===== config.mk =====
export PLATFORM = sky130hd
export DESIGN_NAME = painter_depth_sorter
export DESIGN_NICKNAME = d
export VERILOG_FILES = /design/src/hw/rtl/pds_pkg.sv /design/src/hw/rtl/pds_store.sv /design/src/hw/rtl/pds_ctrl.sv /design/src/hw/rtl/painter_depth_sorter.sv
export VERILOG_INCLUDE_DIRS = /design/src /design/src/hw/rtl
export SDC_FILE = /design/constraint.sdc
export NUM_CORES = 1
export LEC_CHECK = 0
export BUFFER_PORTS_ARGS = -buffer_cell sky130_fd_sc_hd__buf_2
export CAP_MARGIN = 25
export CORE_MARGIN = 2
export CORE_UTILIZATION = 29
export DETAILED_ROUTE_END_ITERATION = 10
export PLACE_DENSITY = 0.51
export SETUP_SLACK_MARGIN = 0.02
export SYNTH_ARGS = -nofsm -noshare
export SYNTH_HDL_FRONTEND = slang
export SYNTH_SLANG_ARGS = --single-unit

===== constraint.sdc =====
create_clock -name clk -period 4.3 [get_ports clk]
set_clock_uncertainty 0.2 [all_clocks]
set_input_delay 0.215 -clock clk [delete_from_list [all_inputs] [get_ports clk]]
set_output_delay 0.215 -clock clk [all_outputs]
set_load 0.02 [all_outputs]

===== src/hw/rtl/assert_macros.svh =====
// assertion helpers for the depth sorter
// used by the top level only; needs clk and rst_n in scope
`ifndef ASSERT_MACROS_SVH
`define ASSERT_MACROS_SVH

// same-cycle implication, quiet during reset
`define PDS_ASSERT_NOW(label, ante, cons, msg) \
  label: assert property (@(posedge clk) disable iff (!rst_n) (ante) |-> (cons)) \
    else $error(msg);

// next-cycle implication, quiet during reset
`define PDS_ASSERT_NEXT(label, ante, cons, msg) \
  label: assert property (@(posedge clk) disable iff (!rst_n) (ante) |=> (cons)) \
    else $error(msg);

`endif


===== src/hw/rtl/pds_pkg.sv =====
// shared types and constants for the depth sorter
// no dependencies
`default_nettype none

package pds_pkg;

  localparam int MAX_ITEMS_DEF = 32;
  localparam int IDX_W         = 5;
  localparam int COORD_W       = 8;
  localparam int KEY_W         = 9;

  // input beat
  typedef struct packed {
    logic [IDX_W-1:0]   obj_index;
    logic [COORD_W-1:0] pos_x;
    logic [COORD_W-1:0] pos_y;
    logic               final_item;
  } pds_in_t;

  // result beat
  typedef struct packed {
    logic [IDX_W-1:0] sorted_index;
    logic [KEY_W-1:0] depth_key;
    logic             last_out;
    logic             overflowed;
  } pds_out_t;

  // one sorted store entry
  typedef struct packed {
    logic [KEY_W-1:0] key;
    logic [IDX_W-1:0] idx;
  } pds_entry_t;

endpackage

`default_nettype wire


===== src/hw/rtl/pds_store.sv =====
// sorted entry store: one write port, one read port with registered data
// depends on pds_pkg
`default_nettype none

module pds_store #(
  parameter int MAX_ITEMS = pds_pkg::MAX_ITEMS_DEF
) (
  input  wire logic                         clk,
  input  wire logic                         wr_en,
  input  wire logic [$clog2(MAX_ITEMS)-1:0] wr_addr,
  input  wire pds_pkg::pds_entry_t          wr_data,
  input  wire logic [$clog2(MAX_ITEMS)-1:0] rd_addr,
  output pds_pkg::pds_entry_t               rd_data
);

  pds_pkg::pds_entry_t mem [MAX_ITEMS];
  pds_pkg::pds_entry_t rd_data_r;

  // write port
  always_ff @(posedge clk) begin
    if (wr_en) begin
      mem[wr_addr] <= wr_data;
    end
  end

  // registered read port
  always_ff @(posedge clk) begin
    rd_data_r <= mem[rd_addr];
  end

  assign rd_data = rd_data_r;

endmodule

`default_nettype wire


===== src/hw/rtl/pds_ctrl.sv =====
// sequencer and shared key comparator of the depth sorter
// depends on pds_pkg; drives pds_store through its write and read ports
`default_nettype none

module pds_ctrl #(
  parameter int MAX_ITEMS = pds_pkg::MAX_ITEMS_DEF
) (
  input  wire logic                         clk,
  input  wire logic                         rst_n,
  input  wire logic                         in_valid,
  input  wire pds_pkg::pds_in_t             in_data,
  output logic                              in_stall,
  output logic                              emit_valid,
  output pds_pkg::pds_out_t                 emit_data,
  input  wire logic                         emit_ready,
  output logic                              wr_en,
  output logic [$clog2(MAX_ITEMS)-1:0]      wr_addr,
  output pds_pkg::pds_entry_t               wr_data,
  output logic [$clog2(MAX_ITEMS)-1:0]      rd_addr,
  input  wire pds_pkg::pds_entry_t          rd_data
);

  localparam int AW = $clog2(MAX_ITEMS);
  localparam int CW = $clog2(MAX_ITEMS + 1);

  localparam logic [2:0] ST_IDLE  = 3'd0;
  localparam logic [2:0] ST_READ  = 3'd1;
  localparam logic [2:0] ST_CMP   = 3'd2;
  localparam logic [2:0] ST_PLACE = 3'd3;
  localparam logic [2:0] ST_OREAD = 3'd4;
  localparam logic [2:0] ST_OEMIT = 3'd5;

  logic [2:0]                 state_r, state_nxt;
  logic [CW-1:0]              fill_r, fill_nxt;
  logic                       drop_r, drop_nxt;
  logic [AW-1:0]              pos_r, pos_nxt;
  logic [AW-1:0]              ptr_r, ptr_nxt;
  logic [pds_pkg::KEY_W-1:0]  key_r, key_nxt;
  logic [pds_pkg::IDX_W-1:0]  idx_r, idx_nxt;
  logic                       final_r, final_nxt;

  logic                       in_take;
  logic                       has_room;
  logic                       is_last;
  logic [pds_pkg::KEY_W-1:0]  in_key;
  logic [2:0]                 done_state;
  pds_pkg::pds_entry_t        new_entry;

  assign in_take    = in_valid && !in_stall;
  assign has_room   = fill_r < CW'(MAX_ITEMS);
  assign is_last    = (CW'(ptr_r) + CW'(1)) == fill_r;
  assign in_key     = {1'b0, in_data.pos_x} + {1'b0, in_data.pos_y};
  assign new_entry  = '{key: key_r, idx: idx_r};
  // after an insert: a final item starts the output run
  assign done_state = final_r ? ST_OREAD : ST_IDLE;

  assign in_stall   = state_r != ST_IDLE;
  assign emit_valid = state_r == ST_OEMIT;
  assign emit_data  = '{sorted_index: rd_data.idx, depth_key: rd_data.key,
                        last_out: is_last, overflowed: drop_r};

  // read address: output pointer during the run, else the entry below the hole
  always_comb begin
    if (state_r == ST_OREAD || state_r == ST_OEMIT) begin
      rd_addr = ptr_r;
    end else begin
      rd_addr = pos_r - AW'(1);
    end
  end

  // sequencer
  always_comb begin
    state_nxt = state_r;
    fill_nxt  = fill_r;
    drop_nxt  = drop_r;
    pos_nxt   = pos_r;
    ptr_nxt   = ptr_r;
    key_nxt   = key_r;
    idx_nxt   = idx_r;
    final_nxt = final_r;
    wr_en     = 1'b0;
    wr_addr   = pos_r;
    wr_data   = new_entry;
    case (state_r)
      ST_IDLE: begin
        if (in_take) begin
          key_nxt   = in_key;
          idx_nxt   = in_data.obj_index;
          final_nxt = in_data.final_item;
          ptr_nxt   = '0;
          if (!has_room) begin
            drop_nxt  = 1'b1;
            state_nxt = in_data.final_item ? ST_OREAD : ST_IDLE;
          end else if (fill_r == '0) begin
            // empty store: place directly at the bottom
            wr_en     = 1'b1;
            wr_addr   = '0;
            wr_data   = '{key: in_key, idx: in_data.obj_index};
            fill_nxt  = fill_r + CW'(1);
            state_nxt = in_data.final_item ? ST_OREAD : ST_IDLE;
          end else begin
            pos_nxt   = fill_r[AW-1:0];
            state_nxt = ST_READ;
          end
        end
      end
      ST_READ: begin
        state_nxt = ST_CMP;
      end
      ST_CMP: begin
        wr_en = 1'b1;
        if (rd_data.key > key_r) begin
          // strictly greater key moves up one slot
          wr_data = rd_data;
          pos_nxt = pos_r - AW'(1);
          state_nxt = (pos_r == AW'(1)) ? ST_PLACE : ST_READ;
        end else begin
          fill_nxt  = fill_r + CW'(1);
          state_nxt = done_state;
        end
      end
      ST_PLACE: begin
        wr_en     = 1'b1;
        fill_nxt  = fill_r + CW'(1);
        state_nxt = done_state;
      end
      ST_OREAD: begin
        state_nxt = ST_OEMIT;
      end
      ST_OEMIT: begin
        if (emit_ready) begin
          if (is_last) begin
            fill_nxt  = '0;
            drop_nxt  = 1'b0;
            state_nxt = ST_IDLE;
          end else begin
            ptr_nxt   = ptr_r + AW'(1);
            state_nxt = ST_OREAD;
          end
        end
      end
      default: begin
        state_nxt = ST_IDLE;
      end
    endcase
  end

  // control state
  always_ff @(posedge clk) begin
    if (!rst_n) begin
      state_r <= ST_IDLE;
      fill_r  <= '0;
      drop_r  <= 1'b0;
    end else begin
      state_r <= state_nxt;
      fill_r  <= fill_nxt;
      drop_r  <= drop_nxt;
    end
  end

  // working registers
  always_ff @(posedge clk) begin
    pos_r   <= pos_nxt;
    ptr_r   <= ptr_nxt;
    key_r   <= key_nxt;
    idx_r   <= idx_nxt;
    final_r <= final_nxt;
  end

endmodule

`default_nettype wire


===== src/hw/rtl/painter_depth_sorter.sv =====
// Stable depth sorter: each input beat is inserted by key pos_x + pos_y into a sorted
// store, after every entry of equal or smaller key; a beat with final_item set starts
// an output run of all stored entries in ascending key order, last_out on the final
// one and overflowed on every one when items past MAX_ITEMS were dropped from the set.
// Insertion walks down the store with one compare unit and one memory read and write
// port, each entry that moves up taking a memory read, then a compare and write; an
// item into an empty store is placed directly and one into a full store is dropped.
// The output run reads each result from memory, then loads the output register, and
// out_stall can hold it. No clearing pass after reset: only filled entries are used.
// depends on pds_pkg, pds_store, pds_ctrl and assert_macros.svh
`default_nettype none

module painter_depth_sorter #(
  parameter int MAX_ITEMS = pds_pkg::MAX_ITEMS_DEF
) (
  input  wire logic              clk,
  input  wire logic              rst_n,
  input  wire logic              in_valid,
  input  wire pds_pkg::pds_in_t  in_data,
  output logic                   in_stall,
  output logic                   out_valid,
  output pds_pkg::pds_out_t      out_data,
  input  wire logic              out_stall
);

  localparam int AW = $clog2(MAX_ITEMS);

  logic                 wr_en;
  logic [AW-1:0]        wr_addr;
  pds_pkg::pds_entry_t  wr_data;
  logic [AW-1:0]        rd_addr;
  pds_pkg::pds_entry_t  rd_data;

  logic                 emit_valid;
  logic                 emit_ready;
  logic                 emit_take;
  pds_pkg::pds_out_t    emit_data;

  logic                 out_valid_r, out_valid_nxt;
  pds_pkg::pds_out_t    out_data_r;

  pds_store #(
    .MAX_ITEMS(MAX_ITEMS)
  ) u_store (
    .clk     (clk),
    .wr_en   (wr_en),
    .wr_addr (wr_addr),
    .wr_data (wr_data),
    .rd_addr (rd_addr),
    .rd_data (rd_data)
  );

  pds_ctrl #(
    .MAX_ITEMS(MAX_ITEMS)
  ) u_ctrl (
    .clk        (clk),
    .rst_n      (rst_n),
    .in_valid   (in_valid),
    .in_data    (in_data),
    .in_stall   (in_stall),
    .emit_valid (emit_valid),
    .emit_data  (emit_data),
    .emit_ready (emit_ready),
    .wr_en      (wr_en),
    .wr_addr    (wr_addr),
    .wr_data    (wr_data),
    .rd_addr    (rd_addr),
    .rd_data    (rd_data)
  );

  // output register: loads when empty or when its beat leaves this cycle
  assign emit_ready    = !out_valid_r || !out_stall;
  assign emit_take     = emit_valid && emit_ready;
  assign out_valid_nxt = emit_take || (out_valid_r && out_stall);

  always_ff @(posedge clk) begin
    if (!rst_n) begin
      out_valid_r <= 1'b0;
    end else begin
      out_valid_r <= out_valid_nxt;
    end
  end

  always_ff @(posedge clk) begin
    if (emit_take) begin
      out_data_r <= emit_data;
    end
  end

  assign out_valid = out_valid_r;
  assign out_data  = out_data_r;

  // checks
`include "assert_macros.svh"

  `PDS_ASSERT_NOW(a_emit_blocks_input, emit_valid, in_stall, "result emitted while input open")
  `PDS_ASSERT_NEXT(a_last_frees_input, emit_take && emit_data.last_out, !in_stall,
    "input not reopened after last result")
  `PDS_ASSERT_NEXT(a_no_emit_after_accept, in_valid && !in_stall, !emit_valid,
    "result emitted right after an input beat")

endmodule

`default_nettype wire

### After elaboration in Yosys (flattened, before gate mapping)

Memories as Yosys holds them, arrays and structs flattened. A register that Yosys moved wholly into a read port is not among the register bits.
Index checks and enable logic that the tools add are counted.

* flip-flop bits (word level): 52
* input bits: 26
* bits in writable memories: 448
* output and inout port bits: 18
* memories kept: 1

* multiplexer cells: 47
* $lt $le $gt $ge: 2
* reductions and logical operators: 22
* $add $sub $neg: 5
* eq/ne operators: 17

Memories
* u_store.mem: words 32, bits a word 14, read ports 1, clocked after Yosys merged registers in 1, wr ports 1, line pds_store.sv:16 `pds_pkg::pds_entry_t mem [MAX_ITEMS];`

Operator list (count)
* 5-bit two-way mux: 12
* 14-bit two-way mux: 4
* 6-bit two-way mux: 6
* 14-bit case mux with 2 select lines: 1
* 3-bit two-way mux: 8
* 6-bit case mux with 4 select lines: 1
* 5-bit case mux with 2 select lines: 2
* 3-bit case mux with 6 select lines: 1
* 2-bit by 1-bit != test with 1-bit output (second input constant): 6
* 5-bit AND reduction: 2
* 8-bit by 8-bit adder with 9-bit output: 1
* 9-bit > comparator: 1
* 1-bit two-way mux: 9
* 2-bit != test (second input constant): 4
* 7-bit AND reduction: 1
* 5-bit by 1-bit adder with 6-bit output (second input constant): 1
* 6-bit by 1-bit adder with 6-bit output (second input constant): 1
* 3-bit by 2-bit equality test with 1-bit output (second input constant): 2
* 3-bit equality test (second input constant): 2
* 6-bit equality test: 1
* 6-bit zero test: 1
* 6-bit less-than comparator (second input constant): 1
* 5-bit by 1-bit adder with 5-bit output (second input constant): 1
* 5-bit by 1-bit equality test with 1-bit output (second input constant): 1
* 14 further kinds: 23

### Depth between registers and ports, before layout

* word-level depth: 7
* gate-level depth with buffers: 12
* mapped depth without buffers: 9

### Modules after synthesis

A second synthesis with hierarchy kept.

* cell total of the unflattened synthesis: 1377
* area, all modules: 21476.8 µm²

Modules (own cells, without submodules)
* pds_store: times used 1, cells an instance 1006, area an instance 18011.0 µm²
* pds_ctrl: times used 1, cells an instance 350, area an instance 2944.1 µm²
* painter_depth_sorter: times used 1, cells an instance 21, area an instance 521.8 µm²

### Worst setup path before layout

No wires, ideal clock.

* path type: reg2reg
* from: register u_ctrl.state_r[2]
* to: memory u_store.mem[0][0] (netlist name) (enable)
* arrival: 2563 ps
* period minus slack after synthesis: 3190 ps
* slack: 1110 ps
* library setup time: 426 ps
* cell stages (with the launch flop): 5
* cell sequence: dfxtp_1 -> buf_2 -> nor2b_1 -> nand3_1 -> o41ai_1

* longest elaborated chain between the ends: 7

Ends and longest elaborated chain
* start: declaration: line pds_ctrl.sv:33 `logic [2:0] state_r, state_nxt;`
* start signal: assignment: line pds_ctrl.sv:155 `state_r <= state_nxt;`
* 3-bit nonzero test: line pds_ctrl.sv:57 `assign in_stall = state_r != ST_IDLE;`
* 1-bit zero test: line pds_ctrl.sv:49 `assign in_take = in_valid && !in_stall;`
* 1-bit logical AND: line pds_ctrl.sv:49
* 1-bit two-way mux: line pds_ctrl.sv:86 `if (in_take) begin`
* 1-bit case mux with 2 select lines: line pds_ctrl.sv:84 `case (state_r)`
* 1-bit two-way mux: line pds_store.sv:21 `if (wr_en) begin`
* 1-bit two-way mux (implied by the code): line pds_store.sv:22 `mem[wr_addr] <= wr_data;`
* end: declaration: line pds_store.sv:16

Several ways; a longest one is shown, not always the timed one.

### Worst setup path in the final report

* from: register u_ctrl.state_r[2]
* to: register, netlist name u_store.rd_data[12]

* longest elaborated chain between the ends: 3

Ends and longest elaborated chain
* 3-bit equality test: line pds_ctrl.sv:64 `if (state_r == ST_OREAD || state_r == ST_OEMIT) begin`
* 1-bit logical OR (*): line pds_ctrl.sv:64
* 5-bit two-way mux (*): line pds_ctrl.sv:64

Every way passes the cells marked *; elsewhere a longest branch is shown, timed or not.
A chain may end at the register's enable or synchronous reset.

==> run_results.csv <==
group,metric,value,unit
run_status,outcome,"completed",
clocking,clk_latency,600,ps
power_and_ir_drop,leakage,8.663,nW
worst_setup_path,required,4540,ps
worst_setup_path,crit_chain,"nand2b_4 > mux2i_4 > buf_12 > buf_12 > mux4_2 > nor2b_1 > nor4_2",
global_routing,grt_max_degree,63,
cells_and_area,antenna_cells,0,
cells_and_area,design_area,24890,um2
placement,pre_cts_slack,652.5,ps
drt,antenna_left,0,
global_routing,antenna_found_initial,1,
sta,worst_slew_pin_slew,977.0,ps
synthesis,ys.warnings.count,0,
cells_and_area,area_delta_synth_final,17.04,%
drt,drt_iter0_drc,869,
synthesis,synth_top_area_share,69.06,%
worst_setup_path,cp_common_cell,"buf_12",
cells_and_area,nets,1393,
synthesis,syn_area,21260,um2
sta,max_slew_margin,34.31,%
cells_and_area,final_util,34.17,%
worst_setup_path,worstSetupEndpointType,"register",
clocking,ctsResizeCount,0,
clocking,cts_setup_buffers,0,
power_and_ir_drop,netSwitchingFraction,37.37,%
power_and_ir_drop,p_comb_share,42.4,%
clocking,numCtsBuffers,54,
power_and_ir_drop,sequentialPowerShare,35.6,%
worst_setup_path,start_kind,"register",
sta,final-hold-violation-count,0,
worst_hold_path,hold_start,"in_data[6]",
clocking,path_clk_slew,70,ps
clocking,cts_tree,"done",
floorplan,placeableCoreArea,72830,um2
floorplan,num_rows,99,
synthesis,synth_cell_types,67,
worst_setup_path,crit_type,"register to register",
synthesis,syn_nets,1250,
clocking,htree_levels,2,
power_and_ir_drop,ir_drop,0.0006153,V
sta,slew_viol_final,0,
power_and_ir_drop,p_total,20.15,mW
power_and_ir_drop,pwr-share-clk,22.0,%
floorplan,io_pins,44,
drt,first_pass_iters,5,
clocking,clock-sinks,514,
synthesis,ys_seq_area_share,71.41,%
worst_setup_path,worst_path_largest_cell_delay,570,ps
drt,routed-via-count,11230,
power_and_ir_drop,p_per_area,809.5,nW/um2
floorplan,dieWidth,274.8,um
drt,drc,0,
worst_setup_path,cp_max_fo,62,
global_routing,grt_pass1_wl,76510,um
cells_and_area,fillers,6908,
sta,rsz0062_at_grt,"false",
power_and_ir_drop,p_int,12.62,mW
synthesis,synth.avg_cell_area,17.71,um2
floorplan,start_util,29.20,%
global_routing,met2_usage,23.30,%
placement,port_buffers,43,
global_routing,use_met1,18.58,%
worst_setup_path,cp_top_family,"simple AND/OR/NAND/NOR gates",
synthesis,yosysTopAreaCell,"edfxtp_1",
job,maxCapViolCount,0,
cells_and_area,final_layout_size_suffix_gt1_share,18.89,%
sta,fin_ws,711.8,ps
clocking,cts-root-buf,"clkbuf_16",
global_routing,grt_overflow_total,0,
global_routing,use_met3,1.929,%
sta,finalCriticalPeriod,3588,ps
power_and_ir_drop,switchingPower,7.530,mW
clocking,cts_buffer_depth,3,
synthesis,synth_flop_cell,"edfxtp_1",
global_routing,busiest_layer,"met2",
worst_setup_path,critPathBufInv,2,
sta,tns,0,ps
sta,setup_violations,0,
worst_setup_path,crit_slowest_cell,"dfxtp_1",
floorplan,die_h,274.8,um
drt,routed_via_density,4.788,
floorplan,fp.dieArea,75510,um2
cells_and_area,layout_common_cells,"edfxtp_1 (489), mux2i_1 (207), buf_4 (69)",
synthesis,synth_seq_cells,514,
synthesis,synth.area.top_cells,"edfxtp_1 (69%), mux2i_1 (9.8%), mux4_2 (5.9%)",
sta,finalCritPeriodShare,83.45,%
worst_setup_path,cp.arrival,3830,ps
drt,drt-total-wl,51880,um
placement,place.gp.congestion,0.8225,
drt,wl_per_cell,22.11,um
worst_hold_path,hold_path.class,"primary input to register",
sta,max_freq,0.2787,GHz
global_routing,track_usage,13.78,%
synthesis,syn_inst,1201,
placement,dpl-instance-area,22900,um2
synthesis,synth_edf_count,489,
placement,hpwl,31750,um
worst_setup_path,startpoint,"u_ctrl.state_r[2]$_SDFFE_PN0P_",
cells_and_area,final_common_cell,"edfxtp_1",
worst_setup_path,r2r-start,"u_ctrl.state_r[2]$_SDFFE_PN0P_",
synthesis,synthArstFlopShare,0,%
global_routing,grt_pass1_vias,11470,
[registers in the layout (all words and copies together) (netlist names)]
name,flops
u_ctrl.ptr_r,5
u_store.mem,448
u_ctrl.final_r,1
u_ctrl.key_r,9
u_ctrl.drop_r,1
u_ctrl.idx_r,5
out_valid,1
out_data,16
u_store.rd_data,14
u_ctrl.state_r,3
u_ctrl.fill_r,6
u_ctrl.pos_r,5
[metrics by stage]
step	hold slack, ps	instances
final	57.99	2346
after global routing	65.61	2346
after detailed placement	217.0	2216
after floorplan	113.9	1201
after global placement	212.8	2216
after CTS	18.68	2346
[tightest hold or removal path, stage by stage]
cell	delay, ps
buf_2	80
ha_1	170
nor2_1	50
a21oi_1	200
[final timing paths]
check                                end  slack (ps)  cells past startpoint
max          u_store.rd_data[12]$_DFF_P_         710                      7
max reg2reg  u_store.rd_data[12]$_DFF_P_         710                      7
min reg2reg        out_data[0]$_DFFE_PP_         230                      0
min            u_ctrl.key_r[6]$_DFFE_PP_          60                      4
[what timing repair did]
action	CTS	global route
hold endpoints to repair	31	0
hold buffers	31	0
setup endpoints to repair	0	0
[logic make-up after synthesis]
| family | after synthesis | synth area share [%] |
|---|---|---|
| compound gates | 124 | 4.266 |
| xor+xnor | 18 | 0.7414 |
| fa+ha+maj | 23 | 1.389 |
| buf+inv | 86 | 2.365 |
| flops | 514 | 71.41 |
| mux | 268 | 15.96 |
| simple gates | 168 | 3.872 |
[cell type report]
cell class,instances,area [um2],share of cell area [%]
clock buffers,74,1466,5.892
inverters,27,101.3,0.4072
repair buffers,146,1104,4.434
clock inverters,25,212.7,0.8547
well taps,959,1200,4.821
flip-flops and latches,514,15180,61.01
multi-input cells,601,5619,22.58
[power by group through the flow]
stage | clock network [mW] | logic (mW) | registers (mW)
detailed placement | 0 | 8.70 | 7.28
floorplan | 0 | 5.65 | 7.14
CTS | 4.54 | 8.75 | 7.18
finish | 4.43 | 8.54 | 7.18
global placement | 0 | 8.63 | 7.26
global route | 4.73 | 9.19 | 7.21
[cells in the mapped netlist (all sizes together), types with 10 or more instances]
| cell | number |
|---|---|
| nand2 | 46 |
| a211oi | 11 |
| nor2b | 12 |
| clkbuf | 15 |
| edfxtp | 489 |
| dfxtp | 25 |
| ha | 22 |
| o21ai | 16 |
| buf | 44 |
| xor2 | 10 |
| inv | 27 |
| o22a | 11 |
| mux2i | 210 |
| nand3 | 13 |
| nor2 | 53 |
| o221ai | 11 |
| mux4 | 56 |
| a21oi | 21 |
[routing by layer]
| metal | part of all wire (%) | wire (um) |
|---|---|---|
| met1 | 44 | 22890 |
| met3 | 4.5 | 2310 |
| met4 | 2.0 | 1057 |
| met5 | 0 | 0 |
| met2 | 49 | 25620 |
Power figures use the tool's default switching activity.
